===== src/sv/efsa_pkg.sv =====
package efsa_pkg;

	// Sizing of the window store and of the time arithmetic.
	localparam int MAX_WINDOWS = 128;
	localparam int TIME_WIDTH  = 32;
	localparam int WIN_IDX_W   = (MAX_WINDOWS > 1) ? $clog2(MAX_WINDOWS) : 1;

	// Arrival in seconds fits 17 bits even for raw out-of-range fields.
	localparam int ARR_W   = 17;
	// Capped service time in seconds: 1023 * 60 fits 16 bits.
	localparam int SERVE_W = 16;

	// Configuration register indexes.
	localparam logic [2:0] CFG_NUM_WINDOWS = 3'd0;
	localparam logic [2:0] CFG_OPEN        = 3'd1;
	localparam logic [2:0] CFG_CLOSE       = 3'd2;
	localparam logic [2:0] CFG_MAX_SERVICE = 3'd3;

	// Register values after reset.
	localparam logic [7:0]  RST_NUM_WINDOWS = 8'd1;
	localparam logic [16:0] RST_OPEN        = 17'd28800;
	localparam logic [16:0] RST_CLOSE       = 17'd61200;
	localparam logic [9:0]  RST_MAX_SERVICE = 10'd60;

	typedef struct packed {
		logic [7:0]  num_windows;
		logic [16:0] open_seconds;
		logic [16:0] close_seconds;
		logic [9:0]  max_service_minutes;
	} cfg_t;

	// One classified customer as it travels from the front to the back.
	typedef struct packed {
		logic               rejected;
		logic [ARR_W-1:0]   arrive;
		logic [SERVE_W-1:0] serve;
	} item_t;

endpackage


===== src/sv/efsa_queue.sv =====
module efsa_queue import efsa_pkg::*; (
	input  logic  clk,
	input  logic  arst_n,
	input  logic  push,
	input  item_t push_item,
	output logic  full,
	input  logic  pop,
	output item_t pop_item,
	output logic  empty
);

	item_t      entry_q [2];
	logic       wr_ptr_q;
	logic       rd_ptr_q;
	logic [1:0] count_q;

	assign full     = count_q == 2'd2;
	assign empty    = count_q == 2'd0;
	assign pop_item = entry_q[rd_ptr_q];

	// Pointers and fill count of the two-entry queue.
	always_ff @(posedge clk or negedge arst_n) begin
		if (!arst_n) begin
			wr_ptr_q <= 1'b0;
			rd_ptr_q <= 1'b0;
			count_q  <= 2'd0;
		end else begin
			if (push) begin
				wr_ptr_q <= !wr_ptr_q;
			end
			if (pop) begin
				rd_ptr_q <= !rd_ptr_q;
			end
			if (push && !pop) begin
				count_q <= count_q + 2'd1;
			end else if (pop && !push) begin
				count_q <= count_q - 2'd1;
			end
		end
	end

	always_ff @(posedge clk) begin
		if (push) begin
			entry_q[wr_ptr_q] <= push_item;
		end
	end

endmodule


===== config.mk =====
export PLATFORM = sky130hd
export DESIGN_NAME = efsa_queue
export DESIGN_NICKNAME = d
export VERILOG_FILES = /design/src/sv/efsa_pkg.sv /design/src/sv/efsa_queue.sv
export SDC_FILE = /design/constraint.sdc
export NUM_CORES = 1
export LEC_CHECK = 0
export BUFFER_PORTS_ARGS = -buffer_cell sky130_fd_sc_hd__buf_2
export CORE_AREA = 2 2 74 76
export CTS_CLUSTER_SIZE = 20
export DETAILED_ROUTE_END_ITERATION = 10
export DIE_AREA = 0 0 76 78
export PLACE_DENSITY = 0.81
export SLEW_MARGIN = 20
export SYNTH_ARGS = -nofsm -noshare
export SYNTH_HDL_FRONTEND = slang
export SYNTH_SLANG_ARGS = --single-unit

===== constraint.sdc =====
create_clock -name clk -period 4.8 [get_ports clk]
set_input_delay 0.72 -clock clk [delete_from_list [all_inputs] [get_ports clk]]
set_output_delay 0.72 -clock clk [all_outputs]
set_load 0.005 [all_outputs]

# == Yosys cells after proc, flatten, opt, wreduce, memory -nomap -nowiden ==
# Memories as Yosys holds them, arrays and structs flattened.
# Index checks and enable logic that the tools add are counted.
# word_totals
in_bits,38
out_inout_bits,36
romBits,0
mem_count,1
regBits,4
latch_bits,0
mem_bits_rw,68
elab_cells,19
# op_classes
n_mul,0
div,0
addsub,2
mux,4
eq_ne,1
shift,0
bitwise,0
n_reduce_logical,8
order_cmp,0
# memory_table
memory,words,word_bits,read_ports,rd_ports_with_merged_regs,write_ports,line,rtl
entry_q,2,34,1,0,1,efsa_queue.sv:12,item_t entry_q [2];
# op_table
op,n
zero test 1 bit,4
2-to-1 mux 2 bit,2
adder 2 x 1 -> 2 bit (second input constant),1
== test 2 bit (second input constant),1
logical AND 1 bit,2
zero test 2 bit,1
2-to-1 mux 1 bit,2
nonzero test 2 bit,1
subtractor 2 x 1 -> 2 bit (second input constant),1

# == Longest topological paths before layout ==
# Gate-level depths: netlist (run 1).
# depth
ltp_word,4
depth_mapped,5
depth_no_buf,5

# == Least setup slack after synthesis (run 1) ==
# Ideal clock, no wire load.
# synth_timing
path_kind,input to register
startpoint,in push
endpoint,mem entry_q[0][0] in the netlist's numbering (enable)
n_path_buf,0
slack_ns,2.118
cell_stages,1
setup_time_ns,0.429
required_time_ns,4.371
arrival_ns,2.253
path_cell_list,nor2b_1
# synth_via
elab_chain_len,2
# synth_lines
item,line,rtl
"start, declared",efsa_queue.sv:4,"input logic push,"
2-to-1 mux 1 bit,efsa_queue.sv:43,if (push) begin
2-to-1 mux 1 bit (not written as such),efsa_queue.sv:44,entry_q[wr_ptr_q] <= push_item;
"end, declared",efsa_queue.sv:12,
# No other way between the ends.

==> key figures, run 1 <==
Outcome
  • Status: finished clean

Synthesis
  • Adder-cell share of the synthesized area: 0.448%
  • Synth Area in Compound Gates: 0%
  • Xor/xnor share of the synthesized area: 1.57%
  • Synthesis warning total: 0
  • Mux cell area share after synthesis: 17.6%
  • Syn_area_per_cell: 22.9 um2
  • Simple-Gate Fraction of Synth Area: 0.941%
  • Post-synth net total: 161
  • Mapped Area: 2790 um2
  • Post-Synthesis Cells: roughly 120
  • Main combinational cell family by area after synthesis: multiplexers
  • Synth unique cells: 13
  • Seq/Total Area, Yosys: 76.7%
  • Flops & latches, synth: 72

GRT
  • Vias in the first global route: 1504
  • GRT Total Usage: ~15%
  • Remaining Overflow, GRT: 0
  • Initial antenna violation count: 0
  • Pin count of the biggest net entering global routing: 36
  • First-pass GRT wire length: between 6000 and 7000 um

Die
  • Total die area: 5930 um2
  • Row count: 26
  • Die X-Extent: 76 um
  • Initial Utilization: 55.4%
  • Ports: 74
  • Core Region: about 5000 um2
  • Die H: 78 um

Worst setup path
  • Setup CP Type: register to output port
  • Crit path capture type: output port
  • Worst EP arrival: 1.92 ns
  • Crit path cell chain: mux2_2 -> buf_2
  • Data required, critical path: between 4 and 5 ns
  • Slowest stage delay, CP: 1.05 ns
  • Startpoint class of the critical path: register
  • Worst-path maximum fanout: 35
  • Slowest cell on crit path: dfrtp_2

Clocking
  • Clock-pin slew on the worst setup and hold paths: 0.07 ns
  • Post-CTS Hold Fix Bufs: 0
  • Post-CTS Setup Bufs: 0
  • CTS buffer count: 9
  • Clock root buffer: clkbuf_8
  • CTS tree: built
  • Post-cts resize count: 0
  • Clock tree sinks: 72
  • Clk buf depth: 2
  • Clock Latency Late Sink: 0.33 ns
  • Htree depth: 3

Worst hold path
  • Hold Path Class: primary input to asynchronous set/reset pin

Finish
  • N_diodes: 0
  • Fill cell count: roughly 350
  • Final nets: about 240
  • Area growth from synthesis to layout: 20.7%
  • Share of layout cells above drive strength 1: 60.9%
  • Non-Filler Instances: 277

Routing
  • First DRT Iteration DRCs: 42
  • Met2 WL: 2240 um
  • First-pass DRT Iterations: 4
  • Post-Route M1 WL: 1640 um
  • Via count: 1359
  • DR top layer: met4
  • Met3 wire len: 280 um
  • Vias/cell: 4.91
  • Number of remaining DRC errors: 0
  • Post-route ant nets: 0
  • WL/cell: 15.2 um
  • Wirelength, routed: between 4000 and 5000 um

Place
  • DP Wirelength: 2810 um
  • Placed instance count: 261
  • # port buffers: 73
  • Final Wtd Congestion: about 0.65

Power and ir drop
  • Lkg Pwr: 1.38 nW
  • VDD IR max: approximately 0.49 mV
  • Flop pwr share: 50.7%
  • PD cells: 558 nW/um2
  • Clock network fraction of total power: 23.7%
  • Int Pwr: between 1 and 1.5 mW
  • Net Switching: 0.494 mW
  • Total Power: 1.88 mW
  • Sw Share: 26.3%
  • Combinational Power Share: 25.6%

STA
  • RSZ-0062 raised after global routing: no
  • Setup TNS: 0 ns
  • Highest clock rate: 0.378 GHz
  • Setup-failing EPs final: 0
  • Worst-Margin Slew: 1.02 ns
  • Slew Limit Fails: 0
  • Final hold violations: 0
  • Part of the cycle the worst path needs: about 55%
  • Slew headroom: 32.0%
  • Final min period: 2.64 ns
  • Hold Slack: 0.187 ns
  • Setup Skew: 0.00670 ns

Job
  • Max Cap Viol: 0
[cell usage after synthesis]
| cell | count | share of area, % |
|---|---|---|
| nor2b_1 | 2 | 0.45 |
| xnor2_1 | 1 | 0.31 |
| xor2_1 | 4 | 1.3 |
| mux2_2 | 5 | 2.0 |
| buf_12 | 3 | 2.2 |
| and2_1 | 1 | 0.22 |
| mux2_4 | 29 | 16 |
| ha_1 | 1 | 0.45 |
| nor2_1 | 2 | 0.27 |
| edfxtp_1 | 68 | 73 |
| buf_6 | 1 | 0.40 |
| dfrtp_1 | 4 | 3.6 |
| inv_1 | 1 | 0.13 |
[final cells by class]
type	count	area (um2)	share of cell area (%)
Clock buffer	9	124	3.68
Clock inverter	7	62.6	1.86
Inverter	1	3.75	0.111
Multi-Input combinational cell	45	583	17.3
Sequential cell	72	2140	63.6
Tap cell	70	87.6	2.60
Timing Repair Buffer	73	365	10.8
[routing by layer]
layer	global-route usage, %	vias up
li1	-	632
met1	17.2	668
met2	26.8	53
met3	5.12	6
met4	7.64	0
met5	0	-
[critical path: cells and delay by family, from the launching register on]
family                 cells  cell delay, ns
muxes                      1            0.42
buffers and inverters      1            0.13
DFF                        1            1.05
[state kept, by name (all words and copies together), names as in the netlist]
name,cells
entry_q,68
rd_ptr_q,1
count_q,2
wr_ptr_q,1
[path summary, 6_finish.rpt]
path	from	to	slack (ns)	depth (start not counted)
max in group asynchronous	arst_n	rd_ptr_q	4.48	1
max	rd_ptr_q	pop_item[25]	2.16	2
min	arst_n	wr_ptr_q	0.19	1
max reg2reg	wr_ptr_q	entry_q[0][0]	3.23	1
min in group clk	count_q[1]	count_q[1]	0.50	1
min reg2reg	count_q[1]	count_q[1]	0.50	1
[power by group through the flow]
stage | combinational (mW) | sequential (mW) | clock (mW)
final | 0.482 | 0.952 | 0.446
after global routing | 0.527 | 0.975 | 0.482
after CTS | 0.493 | 0.957 | 0.458
after detailed placement | 0.491 | 0.971 | 0
after global placement | 0.478 | 0.958 | 0
after floorplan | 0.433 | 0.883 | 0
[through the flow]
| step | worst slack [ns] | util, % | instance area (um2) |
|---|---|---|---|
| 3_5_place_dp | 2.48 | 63.1 | 3180 |
| 3_3_place_gp | 2.52 | 63.1 | 3180 |
| 6_report | 2.16 | 66.8 | 3370 |
| 5_1_grt | 2.03 | 66.8 | 3370 |
| 4_1_cts | 2.11 | 66.8 | 3370 |
| 2_1_floorplan | 2.12 | - | 2790 |
[cells in the final DEF, fill, tap and decap left out]
cell type	count
buf_2	73
edfxtp_1	68
mux2_4	29
clkbuf_8	9
mux2_2	5
clkinv_2	5
xor2_1	4
dfrtp_1	3
nor2_1	2
inv_1	1
nor2b_1	1
and2_2	1
nor2b_4	1
xnor2_1	1
ha_1	1
clkinvlp_4	1
bufinv_16	1
dfrtp_2	1
[kinds of logic after synthesis]
group / after synthesis
muxes: 34
adders and majority gates: 1
DFF: 72
xor gates and xnor gates: 5
buffers and inverters: 5
and+or+nand+nor: 5
Power figures use the tool's default switching activity.
==> inputs of run 2 (changes only) <==
CORE_AREA = 2 2 81 83   (was 2 2 74 76)
DIE_AREA = 0 0 83 85   (was 0 0 76 78)
PLACE_DENSITY = 0.72   (was 0.81)
clock period = 2.36 ns   (was 4.8 ns; I/O delays follow)
==> key figures, run 2 (synthesis gave the netlist of run 1 again) <==
STA
  • Final min period: approximately 1.8 ns
  • Final hold violations: 0
  • Worst-Margin Slew: 0.481 ns
  • Setup-failing EPs final: 0
  • Part of the cycle the worst path needs: 76.5%
  • Setup Skew: approximately 0.0046 ns
  • Slew Limit Fails: 0
  • Highest clock rate: 0.554 GHz
  • Setup slack after layout: 0.556 ns
  • Setup TNS: 0 ns
  • Slew headroom: between 60 and 70%
  • RSZ-0062 raised after global routing: no

Clocking
  • Clock Latency Late Sink: 0.33 ns
  • Clock tree sinks: 72
  • Clock root buffer: clkbuf_8
  • Post-CTS Setup Bufs: 0
  • Htree depth: 3
  • Clk buf depth: 2
  • Post-cts resize count: 0
  • Clock-pin slew on the worst setup and hold paths: 0.07 ns
  • CTS tree: built
  • Post-CTS Hold Fix Bufs: 1
  • CTS buffer count: 9

Worst setup path
  • Worst R2R End: entry_q[1][25]
  • Crit path capture type: output port
  • Worst-path maximum fanout: 35
  • Worst r2r path cells: 2
  • Data required, critical path: between 2 and 2.5 ns
  • Startpoint class of the critical path: register
  • R2r setup slk: 0.94 ns
  • Worst EP arrival: approximately 1.5 ns
  • R2r startpoint: wr_ptr_q
  • Setup CP Type: register to output port

Finish
  • Biggest regs: entry_q (68), count_q (2)
  • Fill cell count: 494
  • N_diodes: 0
  • Largest register FFs: 68
  • Area growth from synthesis to layout: 22.7%
  • Final nets: ~250
  • Multi-input logic area: 583 um2
  • Most frequent cells in the layout: buf_2 (73), edfxtp_1 (68), mux2_4 (29)
  • Register area: around 2100 um2
  • Largest Register: entry_q
  • Most common cell after layout, fill and taps aside: buf_2
  • Share of layout cells above drive strength 1: 60.0%

Routing
  • Via count: 1353
  • Wirelength, routed: 4270 um
  • Vias/cell: 4.71
  • Met3 wire len: 234 um
  • DR top layer: met4
  • Post-Route M1 WL: around 1700 um
  • Post-route ant nets: 0
  • Met2 WL: between 2000 and 2500 um
  • Number of remaining DRC errors: 0
  • WL/cell: 14.9 um
  • First-pass DRT Iterations: 4
  • First DRT Iteration DRCs: 82

Die
  • Die X-Extent: 83 um
  • Core Region: 6200 um2
  • Ports: 74
  • Initial Utilization: around 45%
  • Total die area: 7060 um2
  • Row count: 29
  • Die H: 85 um

Place
  • # port buffers: 73
  • Post-place setup slack: 0.886 ns
  • DP Wirelength: 2850 um
  • Final Wtd Congestion: 0.731

Job
  • Max Cap Viol: 0

GRT
  • Pin count of the biggest net entering global routing: 36
  • Remaining Overflow, GRT: 0
  • Vias in the first global route: 1409
  • Initial antenna violation count: 0
  • First-pass GRT wire length: 6640 um
  • GRT Total Usage: between 10% and 20%

Worst hold path
  • Hold Path Cell Cnt: 1
  • Hold Path Class: primary input to register
  • Worst Hold Launch: push_item[31]
  • Hold Path End: entry_q[1][31]

Power and ir drop
  • Lkg Pwr: approximately 1.4 nW
  • VDD IR max: 0.716 mV
  • PD cells: 1120 nW/um2

Outcome
  • Status: finished clean
## run 2: report_power, final
group	total (mW)	switching, mW	internal, mW	leakage, nW
clock network	0.871	0.397	0.473	0.0933
logic	1.18	0.510	0.675	0.624
registers	1.79	0.0879	1.70	0.684
## run 2: routing by layer
| metal | up-vias | global-route usage, % |
|---|---|---|
| li1 | 639 | - |
| met1 | 659 | 13.9 |
| met2 | 46 | 21.0 |
| met3 | 9 | 3.99 |
| met4 | 0 | 8.79 |
| met5 | - | 0 |
## run 2: worst max path at each step
stage / startpoint / end / slack (ns) / depth (start not counted)
after CTS: rd_ptr_q / pop_item[30] / 0.52 / 3
after global placement: rd_ptr_q / pop_item[30] / 0.89 / 3
after floorplan: wr_ptr_q / entry_q[0][0] / 0.001 / 1
after global routing: rd_ptr_q / pop_item[25] / 0.49 / 3
final: rd_ptr_q / pop_item[30] / 0.56 / 3
after detailed placement: push / entry_q[1][31] / 0.89 / 3
## run 2: final cells by class
cell class / count / area share (%)
Inverter: 1 / 0.110
Timing Repair Buffer: 77 / 12.3
Multi-Input combinational cell: 45 / 17.0
Tap cell: 77 / 2.81
Clock inverter: 5 / 1.42
Sequential cell: 72 / 62.6
Clock buffer: 10 / 3.73
## run 2: worst max-delay path, stage by stage (launching register included)
cell	delay, ns
dfrtp_2	0.37
buf_12	0.26
mux2_2	0.36
buf_2	0.12
## run 2: stage by stage
step	utilization [%]	std cells	cell area [um2]	total power, mW	hold slack [ns]
2_1_floorplan	-	122	2790	2.68	0.0584
3_3_place_gp	52.2	271	3240	3.00	0.163
3_5_place_dp	52.2	271	3240	3.03	0.162
4_1_cts	55.2	287	3430	3.91	0.192
5_1_grt	55.2	287	3430	4.04	0.188
6_report	55.2	287	3430	3.85	0.214
==> inputs of run 3 (changes only) <==
clock period = 1.6 ns   (was 2.36 ns; I/O delays follow)
==> key figures, run 3 (synthesis gave the netlist of run 1 again) <==
Outcome
  • Status: finished with violations
  • Failing checks: negative setup slack

Clocking
  • Clock tree sinks: ~70
  • Clock-pin slew on the worst setup and hold paths: 0.07 ns
  • Clk buf depth: 2
  • CTS tree: built
  • Htree depth: 3
  • Post-CTS Setup Bufs: 0
  • Clock Latency Late Sink: 0.33 ns
  • CTS buffer count: 9
  • Clock root buffer: clkbuf_8

Die
  • Die H: about 85 um
  • Die X-Extent: around 83 um
  • Row count: 29
  • Ports: 74
  • Total die area: 7060 um2
  • Initial Utilization: 45.0%
  • Core Region: between 6000 and 7000 um2

Finish
  • Non-Filler Instances: 289
  • Area growth from synthesis to layout: 28.8%
  • N_diodes: 0
  • Largest register FFs: 68
  • Biggest regs: entry_q (68), count_q (2)
  • Final nets: 246
  • Fin util: between 50% and 60%
  • Fill cell count: 485
  • Most common cell after layout, fill and taps aside: edfxtp_1
  • Most frequent cells in the layout: edfxtp_1 (68), buf_2 (50), mux2_4 (29)
  • Share of layout cells above drive strength 1: 59.4%
  • Largest Register: entry_q

Worst hold path
  • Hold Path Class: primary input to register
  • Worst Hold Launch: push_item[0]
  • Hold Path End: entry_q[0][0]
  • Hold Path Cell Cnt: 1

Routing
  • Wirelength, routed: 4280 um
  • Vias/cell: 4.68
  • First DRT Iteration DRCs: 88
  • WL/cell: 14.8 um
  • First-pass DRT Iterations: 4
  • Via count: between 1000 and 1500
  • Post-route ant nets: 0
  • Number of remaining DRC errors: 0

STA
  • Setup TNS: -0.752 ns
  • Highest clock rate: between 0.6 and 0.7 GHz
  • Slew headroom: 86.8%
  • Part of the cycle the worst path needs: 102%
  • Setup Skew: approximately 0.0057 ns
  • Setup slack after layout: -0.0384 ns
  • Worst-Margin Slew: 0.198 ns
  • Setup-failing EPs final: 30
  • Slew Limit Fails: 0
  • Final min period: 1.64 ns
  • RSZ-0062 raised after global routing: yes
  • Final hold violations: 0

GRT
  • First-pass GRT wire length: 6670 um
  • Pin count of the biggest net entering global routing: 35
  • Vias in the first global route: 1379
  • Initial antenna violation count: 0
  • GRT Total Usage: 12.8%
  • Remaining Overflow, GRT: 0

Worst setup path
  • Slowest cell on crit path: dfrtp_2
  • Worst EP arrival: 1.40 ns
  • R2r startpoint: wr_ptr_q
  • Slowest stage delay, CP: roughly 0.4 ns
  • Setup CP Type: register to output port
  • Data required, critical path: approximately 1.4 ns
  • Worst r2r path cells: 2
  • Crit path cell chain: buf_12 -> mux2_4 -> buf_6
  • Worst-path maximum fanout: 25
  • Crit path capture type: output port
  • CP bufs+invs: 2
  • Crit path max-delay family: flip-flops
  • Worst R2R End: entry_q[1][5]
  • R2r setup slk: about 0.46 ns
  • Startpoint class of the critical path: register

Place
  • Final Wtd Congestion: between 0.7 and 0.8
  • Post-place setup slack: 0.275 ns
  • DP Wirelength: 2860 um
  • # port buffers: 73
  • Placed instance count: 272

Power and ir drop
  • PD cells: 1680 nW/um2
  • Lkg Pwr: 1.46 nW
  • Total Power: 6.06 mW
  • VDD IR max: 1.05 mV

Job
  • Max Cap Viol: 0
-- run 3: worst max path at each step --
stage | startpoint | to | cells past startpoint
3_3_place_gp | rd_ptr_q | pop_item[31] | 3
6_report | rd_ptr_q | pop_item[1] | 3
3_5_place_dp | rd_ptr_q | pop_item[31] | 3
5_1_grt | rd_ptr_q | pop_item[1] | 3
4_1_cts | rd_ptr_q | pop_item[23] | 3
2_1_floorplan | wr_ptr_q | entry_q[0][0] | 1
-- run 3: worst reg2reg max path, stage by stage (launching register included) --
cell	delay [ns]
dfrtp_1	0.41
and2_2	0.19
buf_12	0.21
-- run 3: area by class of cell --
type                       instances  area, um2  share of cell area, %
clock inverter                     5       47.5                   1.32
tap                               77       96.3                   2.68
inverter                           1       3.75                  0.104
sequential                        72       2140                   59.6
timing repair buffer              78        591                   16.4
multi-input combinational         45        583                   16.2
clock buffer                      11        131                   3.65
-- run 3: routing by layer --
layer	GRT usage, %	part of all wire [%]
met3	4.28	6.2
met1	15.0	42
met2	20.2	49
met4	8.49	2.6
met5	0	0
-- run 3: where the power goes --
group | internal (mW) | switching (mW)
combinational | 1.31 | 0.811
clock | 0.705 | 0.591
sequential | 2.51 | 0.131
total | 4.52 | 1.53
-- run 3: through the flow --
step	cell area (um2)	hold slack (ns)
floorplan	2800	-0.0556
global placement	3260	0.0517
detailed placement	3260	0.0511
CTS	3550	0.0733
global route	3600	0.0679
finish	3600	0.0947
-- run 3: what timing repair did --
item,in CTS,in global routing
cloned,0,0
hold buffers,1,0
resized for setup,17,7
endpoints found under the hold margin,4,0
endpoints found under the setup margin,34,34
