--- config.mk ---
export PLATFORM = sky130hd
export DESIGN_NAME = efsa_front
export DESIGN_NICKNAME = d
export VERILOG_FILES = /design/src/sv/efsa_pkg.sv /design/src/sv/efsa_front.sv
export SDC_FILE = /design/constraint.sdc
export NUM_CORES = 1
export LEC_CHECK = 0
export BUFFER_PORTS_ARGS = -buffer_cell sky130_fd_sc_hd__buf_2
export CORE_UTILIZATION = 56
export CTS_BUF_LIST = sky130_fd_sc_hd__clkbuf_8
export CTS_CLUSTER_DIAMETER = 50
export DETAILED_ROUTE_END_ITERATION = 16
export PLACE_DENSITY_LB_ADDON = 0.05
export SETUP_SLACK_MARGIN = 0.1
export SYNTH_ARGS = -nofsm -noshare
export SYNTH_HDL_FRONTEND = slang
export SYNTH_SLANG_ARGS = --single-unit
--- constraint.sdc ---
create_clock -name clk -period 2.9 [get_ports clk]
set_input_delay 0.29 -clock clk [delete_from_list [all_inputs] [get_ports clk]]
set_output_delay 0.29 -clock clk [all_outputs]
set_load 0.05 [all_outputs]
--- src/sv/efsa_pkg.sv ---
package efsa_pkg;

	// Sizing of the window store and of the time arithmetic.
	localparam int MAX_WINDOWS = 128;
	localparam int TIME_WIDTH  = 32;
	localparam int WIN_IDX_W   = (MAX_WINDOWS > 1) ? $clog2(MAX_WINDOWS) : 1;

	// Arrival in seconds fits 17 bits even for raw out-of-range fields.
	localparam int ARR_W   = 17;
	// Capped service time in seconds: 1023 * 60 fits 16 bits.
	localparam int SERVE_W = 16;

	// Configuration register indexes.
	localparam logic [2:0] CFG_NUM_WINDOWS = 3'd0;
	localparam logic [2:0] CFG_OPEN        = 3'd1;
	localparam logic [2:0] CFG_CLOSE       = 3'd2;
	localparam logic [2:0] CFG_MAX_SERVICE = 3'd3;

	// Register values after reset.
	localparam logic [7:0]  RST_NUM_WINDOWS = 8'd1;
	localparam logic [16:0] RST_OPEN        = 17'd28800;
	localparam logic [16:0] RST_CLOSE       = 17'd61200;
	localparam logic [9:0]  RST_MAX_SERVICE = 10'd60;

	typedef struct packed {
		logic [7:0]  num_windows;
		logic [16:0] open_seconds;
		logic [16:0] close_seconds;
		logic [9:0]  max_service_minutes;
	} cfg_t;

	// One classified customer as it travels from the front to the back.
	typedef struct packed {
		logic               rejected;
		logic [ARR_W-1:0]   arrive;
		logic [SERVE_W-1:0] serve;
	} item_t;

endpackage

--- src/sv/efsa_front.sv ---
module efsa_front import efsa_pkg::*; (
	input  logic        clk,
	input  logic        arst_n,
	input  cfg_t        cfg,
	input  logic        in_valid,
	output logic        in_stall,
	input  logic [4:0]  arrive_hour,
	input  logic [5:0]  arrive_minute,
	input  logic [5:0]  arrive_second,
	input  logic [9:0]  service_minutes,
	input  logic        q_full,
	output logic        q_push,
	output item_t       q_item
);

	logic             valid_s1;
	item_t            item_s1;
	logic [ARR_W-1:0] arrive;
	logic [9:0]       capped;
	logic             in_xfer;

	// Arrival in seconds and service cap.
	always_comb begin
		arrive = ARR_W'(arrive_hour) * ARR_W'(3600) + ARR_W'(arrive_minute) * ARR_W'(60)
			+ ARR_W'(arrive_second);
		capped = (service_minutes > cfg.max_service_minutes) ? cfg.max_service_minutes
			: service_minutes;
	end

	assign q_push   = valid_s1 && !q_full;
	assign in_stall = valid_s1 && q_full;
	assign in_xfer  = in_valid && !in_stall;
	assign q_item   = item_s1;

	// Stage register holding one classified item until the queue takes it.
	always_ff @(posedge clk or negedge arst_n) begin
		if (!arst_n) begin
			valid_s1 <= 1'b0;
		end else if (in_xfer) begin
			valid_s1 <= 1'b1;
		end else if (q_push) begin
			valid_s1 <= 1'b0;
		end
	end

	always_ff @(posedge clk) begin
		if (in_xfer) begin
			item_s1.rejected <= arrive > cfg.close_seconds;
			item_s1.arrive   <= arrive;
			item_s1.serve    <= SERVE_W'(capped) * SERVE_W'(60);
		end
	end

endmodule

-- Yosys cells after proc, flatten, opt, wreduce, memory -nomap -nowiden
Index checks and enable logic that the tools add are counted.
- add/subtract/negate cells: 2
- multiply operators: 3
- magnitude comparators: 2
- muxes and demuxes: 3
- reductions and logical operators: 6
- operators by type and width (kind ; count):
    17-bit by 12-bit adder with 17-bit output ; 1
    17-bit by 6-bit adder with 17-bit output ; 1
    17-bit > comparator ; 1
    10-bit by 4-bit multiplier with 14-bit output (second input constant) ; 1
    5-bit by 8-bit multiplier with 13-bit output (second input constant) ; 1
    10-bit > comparator ; 1
    6-bit by 4-bit multiplier with 10-bit output (second input constant) ; 1
    10-bit 2-to-1 mux ; 1
    1-bit logical AND ; 3
    1-bit zero test ; 2
    1-bit 2-to-1 mux ; 2
    2-bit nonzero test ; 1
- register bits after elaboration: 33
- bits of input ports: 83
- output and inout port bits: 36

-- Longest topological paths before layout
Gate-level depths: netlist of run 1.
- depth after elaboration: 4
- depth in mapped cells: 24

-- Worst setup path after synthesis of run 1
Ideal clock, no wire load.
- kind: input to register
- start: input arrive_minute[0]
- end: register item_s1, in the netlist q_item[33] (data pin)
- library setup time: 259 ps
- arrival time: 5069 ps
- required time: 2641 ps
- slack: -2428 ps
- stages on the path: 20
- cell sequence: fa_1 -> fa_1 -> fa_1 -> a21o_1 -> a21oi_1 -> o21bai_1 -> a21oi_1 -> xnor2_1 -> ha_1 -> ha_1 -> a21o_1 -> a21oi_1 -> o21bai_1 -> o311a_1 -> xnor2_1 -> ha_1 -> and4_1 -> nor3b_1 -> nand3_1 -> o31a_1
- cells in the longest elaborated chain, start to end: 4
- RTL lines (element ; RTL line ; source):
    start: declaration ; efsa_front.sv:8 ; input logic [5:0] arrive_minute,
    6-bit by 4-bit multiplier with 10-bit output ; efsa_front.sv:24 ; arrive = ARR_W'(arrive_hour) * ARR_W'(3600) + ARR_W'(arrive_minute) * ARR_W'(60)
    17-bit by 12-bit adder with 17-bit output ; efsa_front.sv:24 ;
    17-bit by 6-bit adder with 17-bit output ; efsa_front.sv:25 ; + ARR_W'(arrive_second);
    named net arrive[14] ; efsa_front.sv:18 ; logic [ARR_W-1:0] arrive;
    17-bit > comparator ; efsa_front.sv:48 ; item_s1.rejected <= arrive > cfg.close_seconds;
    end: declaration ; efsa_front.sv:17 ; item_t item_s1;
The timed path passes the listed nets, and every way through them passes these cells.
A chain may end at the register's enable or synchronous reset.

-- Worst setup path after layout of run 1
Same ends and word-level chain as after synthesis.

==> results.py, run 1 <==
metrics = {
    "run_status": {
        "status": "complete, but fails checks",
        "violations": "setup timing",
    },
    "worst_setup_path": {
        "timing.critical_path.mode_cell": "ha_1",
        "worst_ep_arrival_time_ps": 5490,
        "slowest_stage": "fa_2",
        "critical_path_required_ps": 3070,
        "end_kind": "flip-flop",
        "crit_fanout": 4,
        "crit_type": "in2reg",
        "startpoint": "arrive_minute[0]",
        "start_kind": "input pin",
        "crit_chain": "buf_6 > fa_2 > fa_1 > ha_1 > a21oi_1 > nor2b_1 > o31a_1 > o41ai_2 > xnor2_1 > ha_1 > ha_4 > and4_4 > o211ai_1 > o21ai_2 > o311a_1 > xnor2_2 > ha_1 > and4_4 > nor3b_4 > nand3_2 > o211ai_1 > o31a_1",
        "timing.rr.start": "valid_s1",
        "worstRegToRegCells": 3,
        "crit_path_max_incr_delay_ps": 590,
    },
    "global_routing": {
        "grt.overflow.total": 0,
        "track_usage_pct": 33.08,
        "antenna_found_initial": 0,
        "grt_pass1_vias": 5071,
        "grt_max_degree": 33,
        "grt_pass1_wl_um": 22870,
    },
    "hold_path": {
        "min_from": "arrive_second[0]",
        "whs_path_depth": 1,
        "hp-class": "in2reg",
    },
    "cts": {
        "clk_latency_ps": 290,
        "cts_root_buf": "clkbuf_8",
        "clock-sinks": 33,
        "cts_inserted_buffers": 5,
        "cts_tree": "done",
        "cts_max_path_buffers": 2,
        "clk_pin_slew_ps": 80,
        "htreeDepth": 2,
    },
    "timing": {
        "final-setup-viol-count": 24,
        "fin_skew_ps": 7.112,
        "setup_ws_ps": -2421,
        "maxClockFrequency_mhz": 187.9,
        "tightestPinTransition_ps": 509.0,
        "whs_ps": 180.0,
        "period_share_pct": 183.5,
        "hold_violations": 0,
        "rsz0062_at_grt": "yes",
        "layout_min_cycle_time_ps": 5321,
        "slew_headroom_pct": 65.92,
        "slew_violations": 0,
    },
    "power_and_ir_drop": {
        "p_per_area_nw_per_um2": 1193,
        "comb_power_share_pct": 83.9,
        "ir_drop_v": 0.0007726,
        "clkPwrFrac_pct": 5.4,
        "swShare_pct": 48.87,
        "p_switching_mw": 4.336,
        "power.share.sequential_pct": 10.7,
        "p_int_mw": 4.537,
        "power.leakage_nw": 3.717,
    },
    "synthesis": {
        "ys_seq_area_share_pct": 20.49,
        "yosys-top-cells-area": "ha_1, edfxtp_1, fa_1",
        "yosysWarnings": 0,
        "syn_inst": 500,
        "synth.avg_cell_area_um2": 9.624,
        "ys_async_sr_fraction_pct": 3.030,
        "synth_flop_cell": "edfxtp_1",
        "synth_cell_types": 59,
        "synth_edf_count": 32,
        "synthesis.area_um2": 4812,
        "netlist.area_leader.share_pct": 24.18,
        "ys_seq_elements": 33,
        "yosys.area.top_type": "ha_1",
    },
    "floorplanning": {
        "start_util_pct": 58.27,
        "design.die.area_um2": 8968,
        "die_x_um": 94.70,
        "chipHeight_um": 94.70,
        "io_pins": 119,
        "core_area_um2": 8258,
        "fp-row-count": 33,
    },
    "route": {
        "num_vias": 5107,
        "ant_nets": 0,
        "viasPerCell": 5.987,
        "routed_wl_um": 17220,
        "wl_per_cell_um": 20.18,
        "drc": 0,
        "initialDrtViolationCount": 233,
        "drt_pre_antenna_iters": 6,
    },
    "finish": {
        "fillCellCount": 366,
        "multi_input_area_um2": 4177,
        "drive_above_1_share_pct": 48.46,
        "area_growth_pct": 54.52,
        "final_util_pct": 90.05,
        "regArea_um2": 985.9,
        "final_nets": 954,
    },
    "place": {
        "io_buffers": 91,
        "dp_hpwl_um": 10760,
        "place_congestion": 0.8302,
    },
    "flow_run": {
        "cap_violations": 0,
    },
}
## critical path, delay by kind of cell
kind / cells / cell delay, ps
adders and majority gates: 6 / 2180
AOI/OAI and AO/OA: 8 / 1730
and+or+nand+nor: 5 / 830
xor gates and xnor gates: 2 / 350
buffers and inverters: 1 / 100
## power groups by stage
stage / registers (mW) / logic, mW / clock network [mW]
finish: 0.952 / 7.44 / 0.478
global placement: 0.942 / 5.58 / 0
floorplan: 1.54 / 3.31 / 0
CTS: 0.941 / 6.41 / 0.461
global route: 0.964 / 7.87 / 0.493
detailed placement: 0.951 / 5.88 / 0
## placed cells by master, fill, tap and decap left out, types with 8 or more instances in the layout
cell,n
ha_1,76
xor2_1,8
and3_1,12
a21o_1,13
a21oi_2,10
a21oi_1,15
xnor2_1,10
inv_1,72
nor2_1,14
nand2_1,20
buf_4,145
fa_1,28
edfxtp_1,32
ha_4,15
nand3_1,16
buf_6,15
buf_2,86
## flip-flops by register name, indices dropped and copies added, names as in the netlist
signal    flops
q_item       32
valid_s1      1
## Yosys cell counts, drive strengths merged, types with 2 or more instances
library cell and count:
o31a 2, nand3b 2, nand2b 3, o211ai 5, o21ai 11, inv 75, o21bai 2, xnor2 14
nor4 2, buf 3, o31ai 3, a21oi 28, nor2b 6, clkbuf 8, nand4 6, nor3 6
nand2 26, mux2 8, a21o 13, or2 2, fa 32, and4 5, a211o 2, nand3 17
ha 93, and3 12, nor2 18, a211oi 4, a221oi 11, o21a 4, edfxtp 32, xor2 11
a31oi 2, and2 12
## worst paths after layout
path	slack, ps	to
min in group asynchronous	330	valid_s1
worst max-delay path	-2420	q_item[33]
worst min register to register	760	valid_s1
worst max register to register	1400	q_item[2]
max in group asynchronous	2490	valid_s1
worst min-delay path	180	q_item[16]
## metrics by stage
stage	std cells	setup WS [ps]	power, mW	TNS (ps)	cell area, um2
floorplan	501	-2142	4.849	-21200	5177
global placement	824	-2423	6.520	-29880	6728
detailed placement	824	-2681	6.833	-32350	6728
CTS	846	-2335	7.807	-24150	7186
global route	852	-2751	9.332	-29290	7433
finish	853	-2421	8.872	-26780	7436
## repair_timing
action                                 4_1_cts  5_1_grt
resized for setup                           49       40
hold buffers                                 1        0
pin swaps                                   35       27
buffers inserted                            13        8
endpoints found under the hold margin        1        0
setup endpoints to repair                   25       25
cloned                                       0        0
## cell families (layout without fill, tap and decap cells)
family                     count (synthesis)  in the layout  synth area share, %
adders and majority gates                125            125                37.49
and+or+nand+nor                          123            123                13.73
AOI/OAI and AO/OA                         98             98                14.09
buffers and inverters                     86            332                7.020
DFF                                       33             33                20.49
xor gates and xnor gates                  25             25                4.550
muxes                                      9              9                2.548
other                                      1              3              0.07793
## area by class of cell
class / instances / share of cell area (%)
repair buffers: 249 / 23.30
multi-input cells: 382 / 56.17
well taps: 105 / 1.767
diodes: 1 / 0.03365
clock inverters: 2 / 0.5048
inverters: 75 / 3.853
clock buffers: 6 / 1.111
flip-flops and latches: 33 / 13.26
## layer usage
metal	vias up	routed length, um	global-route usage [%]
met5	-	0	0
met4	0	1308	18.43
met3	113	806	4.106
met2	280	9337	66.73
met1	2438	5764	31.57
li1	2276	-	-
Note: power is estimated with default switching activity, not from simulation.
==> run 2: changes to the inputs <==
--- a/config.mk
+++ b/config.mk
@@ -5,8 +5,10 @@
 export SDC_FILE = /design/constraint.sdc
 export NUM_CORES = 1
 export LEC_CHECK = 0
+export ABC_AREA = 1
 export BUFFER_PORTS_ARGS = -buffer_cell sky130_fd_sc_hd__buf_2
-export CORE_UTILIZATION = 56
+export CORE_MARGIN = 2
+export CORE_UTILIZATION = 57
 export CTS_BUF_LIST = sky130_fd_sc_hd__clkbuf_8
 export CTS_CLUSTER_DIAMETER = 50
 export DETAILED_ROUTE_END_ITERATION = 16
==> results.py, run 2 <==
metrics = {
    "run_status": {
        "status": "stopped before the end",
        "stop_stage": "global routing (5_1_grt)",
        "tool.error": "[ERROR DPL-0038] Utilization greater than 100%, impossible to legalize",
    },
    "synthesis": {
        "synth.avg_cell_area_um2": 8.301,
        "ys_async_sr_fraction_pct": 3.030,
        "synth_flop_cell": "edfxtp_1",
        "synth_most_common_cell": "inv_1",
        "ys_seq_area_share_pct": 20.37,
        "yosysWarnings": 0,
        "synthesis.area_um2": 4840,
        "netlist.area_leader.share_pct": 24.04,
        "ys_seq_elements": 33,
        "yosys-top-cells-area": "ha_1, edfxtp_1, fa_1",
        "yosys.area.top_type": "ha_1",
        "syn_inst": 583,
        "synth_cell_types": 38,
        "netlist_top_cells_count": "inv_1, nand2_1, ha_1, nand3_1",
        "synth_edf_count": 32,
    },
    "place": {
        "io_buffers": 91,
        "place_congestion": 0.8995,
        "pre_cts_ws_ps": -1989,
        "dp_hpwl_um": 10680,
    },
    "cts": {
        "cts_max_path_buffers": 2,
        "cts_inserted_buffers": 5,
        "htreeDepth": 2,
        "clock-sinks": 33,
        "cts_root_buf": "clkbuf_8",
    },
    "floorplanning": {
        "start_util_pct": 58.90,
        "io_pins": 119,
        "die_x_um": 96.15,
        "chipHeight_um": 96.15,
        "fp-row-count": 33,
    },
    "timing": {
        "worst_endpoint": "q_item[33]$_DFFE_PP_/D",
        "worstEndpointType": "register data pin",
    },
    "global_routing": {
        "grt_max_degree": 22,
    },
}
==> run 2: cell count changes after synthesis, moves of 8 or more <==
cell | previous run | this run
and2_1 | 12 | 0
nand2_2 | 0 | 11
nand3_1 | 17 | 44
nand2_1 | 26 | 114
and3_1 | 12 | 0
inv_1 | 75 | 121
a221oi_1 | 10 | 0
nor2_1 | 17 | 28
clkbuf_1 | 8 | 0
xnor2_1 | 14 | 6
a21o_1 | 13 | 1
==> run 2: timing repair <==
action	in CTS
cloned	1
setup endpoints to repair	24
hold buffers	1
resized for setup	112
endpoints found under the hold margin	1
pin swaps	71
setup buffers	23
==> run 2: logic make-up after synthesis <==
| kind of cell | after synthesis | share of synthesized area [%] |
|---|---|---|
| adders and majority gates | 125 | 37.28 |
| buffers and inverters | 126 | 10.37 |
| other | 1 | 0.07749 |
| AOI/OAI and AO/OA | 54 | 6.464 |
| xor gates and xnor gates | 23 | 4.162 |
| DFF | 33 | 20.37 |
| and+or+nand+nor | 221 | 21.28 |
==> run 2: through the flow <==
stage,cells,util [%],area [um2],TNS [ps]
4_1_cts,928,93.70,7699,-13920
3_5_place_dp,897,84.12,6912,-22380
3_3_place_gp,897,84.12,6912,-20810
2_1_floorplan,584,-,5448,-12460
==> run 3: changes to the inputs <==
--- a/config.mk
+++ b/config.mk
@@ -8,12 +8,9 @@
 export ABC_AREA = 1
 export BUFFER_PORTS_ARGS = -buffer_cell sky130_fd_sc_hd__buf_2
 export CORE_MARGIN = 2
-export CORE_UTILIZATION = 57
-export CTS_BUF_LIST = sky130_fd_sc_hd__clkbuf_8
-export CTS_CLUSTER_DIAMETER = 50
+export CORE_UTILIZATION = 40
 export DETAILED_ROUTE_END_ITERATION = 16
-export PLACE_DENSITY_LB_ADDON = 0.05
-export SETUP_SLACK_MARGIN = 0.1
+export PLACE_DENSITY_LB_ADDON = 0.15
 export SYNTH_ARGS = -nofsm -noshare
 export SYNTH_HDL_FRONTEND = slang
 export SYNTH_SLANG_ARGS = --single-unit
==> results.py, run 3 <==
metrics = {
    "run_status": {
        "status": "complete, but fails checks",
        "violations": "setup timing",
    },
    "finish": {
        "final_common_cell": "buf_4",
        "largest_register_ffs": 32,
        "final_nets": 1048,
        "area_growth_pct": 71.66,
        "most-common-layout-cells": "buf_4, inv_1, buf_2",
        "fin_cells": 988,
        "diodes": 0,
        "fillCellCount": 876,
        "drive_above_1_share_pct": 55.65,
        "finalInstanceArea_um2": 8308,
    },
    "route": {
        "drc": 0,
        "ant_nets": 0,
        "drt_pre_antenna_iters": 4,
        "routed_wl_um": 13120,
        "initialDrtViolationCount": 131,
        "num_vias": 4763,
        "wl_per_cell_um": 13.28,
        "viasPerCell": 4.821,
    },
    "place": {
        "place_congestion": 0.8676,
        "io_buffers": 91,
        "dpl.cell_count": 941,
        "placed_cell_area_um2": 6979,
        "dp_hpwl_um": 10280,
        "pre_cts_ws_ps": -1966,
    },
    "synthesis": {
        "synth_compound_area_share_pct": 6.463,
        "synth_edf_count": 32,
        "synthXorXnorAreaFrac_pct": 4.162,
        "netlist.area_leader.share_pct": 24.04,
        "syn_inst": 583,
        "synth.avg_cell_area_um2": 8.301,
        "synth_most_common_cell": "inv_1",
        "yosysWarnings": 0,
        "synthAdderAreaFrac_pct": 37.28,
        "synthMuxAreaShare_pct": 0,
        "synthesis.area_um2": 4840,
        "ys_seq_area_share_pct": 20.37,
        "yosys.area.top_type": "ha_1",
        "synth_flop_cell": "edfxtp_1",
        "netlist_top_cells_count": "inv_1, nand2_1, ha_1, nand3_1",
        "yosys.area_share.simple_pct": 21.28,
        "synth_cell_types": 38,
        "yosys-top-cells-area": "ha_1, edfxtp_1, fa_1",
        "ys_async_sr_fraction_pct": 3.030,
        "synth_top_family_by_area": "adder cells",
        "ys_seq_elements": 33,
    },
    "timing": {
        "period_share_pct": 153.2,
        "fin_skew_ps": 5.970,
        "layout_min_cycle_time_ps": 4442,
        "fin_tns_setup_ps": -15030,
        "hold_violations": 0,
        "setup_ws_ps": -1542,
        "rsz0062_at_grt": "yes",
        "maxClockFrequency_mhz": 225.1,
        "final-setup-viol-count": 24,
        "slew_violations": 0,
    },
    "cts": {
        "htreeDepth": 2,
        "cts_tree": "done",
        "cts_inserted_buffers": 5,
        "clk_pin_slew_ps": 50,
        "clock-sinks": 33,
        "cts_root_buf": "clkbuf_16",
        "cts_max_path_buffers": 2,
        "clk_latency_ps": 270,
    },
    "worst_setup_path": {
        "critical_path_required_ps": 2920,
        "worst_ep_arrival_time_ps": 4460,
        "start_kind": "input pin",
        "end_kind": "flip-flop",
        "crit_type": "in2reg",
        "crit_fanout": 4,
    },
    "power_and_ir_drop": {
        "finalPower_mw": 8.410,
        "ir_drop_v": 0.0003917,
        "p_per_area_nw_per_um2": 1012,
        "power.leakage_nw": 4.177,
    },
    "flow_run": {
        "cap_violations": 0,
    },
    "global_routing": {
        "grt.overflow.total": 0,
        "track_usage_pct": 19.27,
        "grt_pass1_vias": 4747,
        "grt_pass1_wl_um": 20640,
        "antenna_found_initial": 0,
        "grt_max_degree": 33,
    },
    "floorplanning": {
        "chipHeight_um": 114.0,
        "die_x_um": 114.0,
        "io_pins": 119,
        "design.die.area_um2": 12990,
        "start_util_pct": 40.63,
        "core_area_um2": 11910,
        "fp-row-count": 40,
    },
    "hold_path": {
        "hp-class": "in2reg",
    },
}
[run 3: cell counts after synthesis]
Identical to the previous run, type by type.
[run 3: worst max-delay path: stages]
cell	delay [ps]
buf_6	100
fa_1	530
fa_1	550
ha_1	220
a21oi_1	180
nand2_2	110
xor2_1	150
ha_1	290
ha_1	390
nand2_1	130
inv_1	40
nand2_1	70
nand3_2	110
nand2_4	120
nand2_4	60
nand2_2	60
nand2_1	50
nand2_1	60
nand2_2	80
ha_4	280
nand2_1	80
nor2_4	120
nand2_2	70
nor4_2	250
nor2_1	60
[run 3: path summary, 6_finish.rpt]
kind                                  start         end  slack [ps]  cells past startpoint
setup / recovery           arrive_minute[0]  q_item[33]       -1540                     25
hold / removal             arrive_second[0]  q_item[16]         210                      1
setup reg to reg                   valid_s1  q_item[31]        1580                      4
hold reg to reg                    valid_s1    valid_s1         500                      2
max in group asynchronous            arst_n    valid_s1        2500                      2
min in group asynchronous            arst_n    valid_s1         320                      2
[run 3: repair_timing]
| item | CTS | global route |
|---|---|---|
| buffers inserted | 14 | 22 |
| gates resized for setup | 88 | 104 |
| setup endpoints to repair | 24 | 24 |
| endpoints found under the hold margin | 1 | 0 |
| pin swaps | 59 | 81 |
| hold buffers | 1 | 0 |
| gates cloned | 2 | 0 |
[run 3: layout make-up]
type                       count  area, um2  share of cell area [%]
multi-input combinational    426       4612                   55.51
sequential                    33      985.9                   11.87
clock buffer                   5      125.1                   1.506
timing repair buffer         253       1901                   22.88
clock inverter                 3      17.52                  0.2108
inverter                     121      483.0                   5.813
tap                          147      183.9                   2.214
[run 3: logic make-up after synthesis]
group           count (synthesis)
xor+xnor                       23
simple gates                  221
buf+inv                       126
fa+ha+maj                     125
other cells                     1
flops                          33
compound gates                 54
[run 3: layer usage]
layer  vias to the layer above  wire (um)  GRT usage (%)
met5                         -          0              0
met4                         0        253          3.577
met3                        20        487          1.753
met2                       115       7155          38.53
met1                      2228       5224          22.18
li1                       2400          -              -
[run 3: stage by stage]
| stage | hold slack [ps] | utilization, % |
|---|---|---|
| finish | 213.9 | 69.75 |
| floorplan | -5.591 | - |
| global route | 209.9 | 69.75 |
| CTS | 208.9 | 64.40 |
| detailed placement | 65.81 | 58.59 |
| global placement | 64.67 | 58.59 |
[run 3: where the power goes]
group / switching [mW] / leakage (nW) / total [mW] / internal [mW]
clock: 0.191 / 0.0696 / 0.505 / 0.314
sequential: 0.0486 / 0.317 / 0.901 / 0.852
combinational: 3.76 / 3.79 / 7.00 / 3.24
total: 4.00 / 4.18 / 8.41 / 4.41
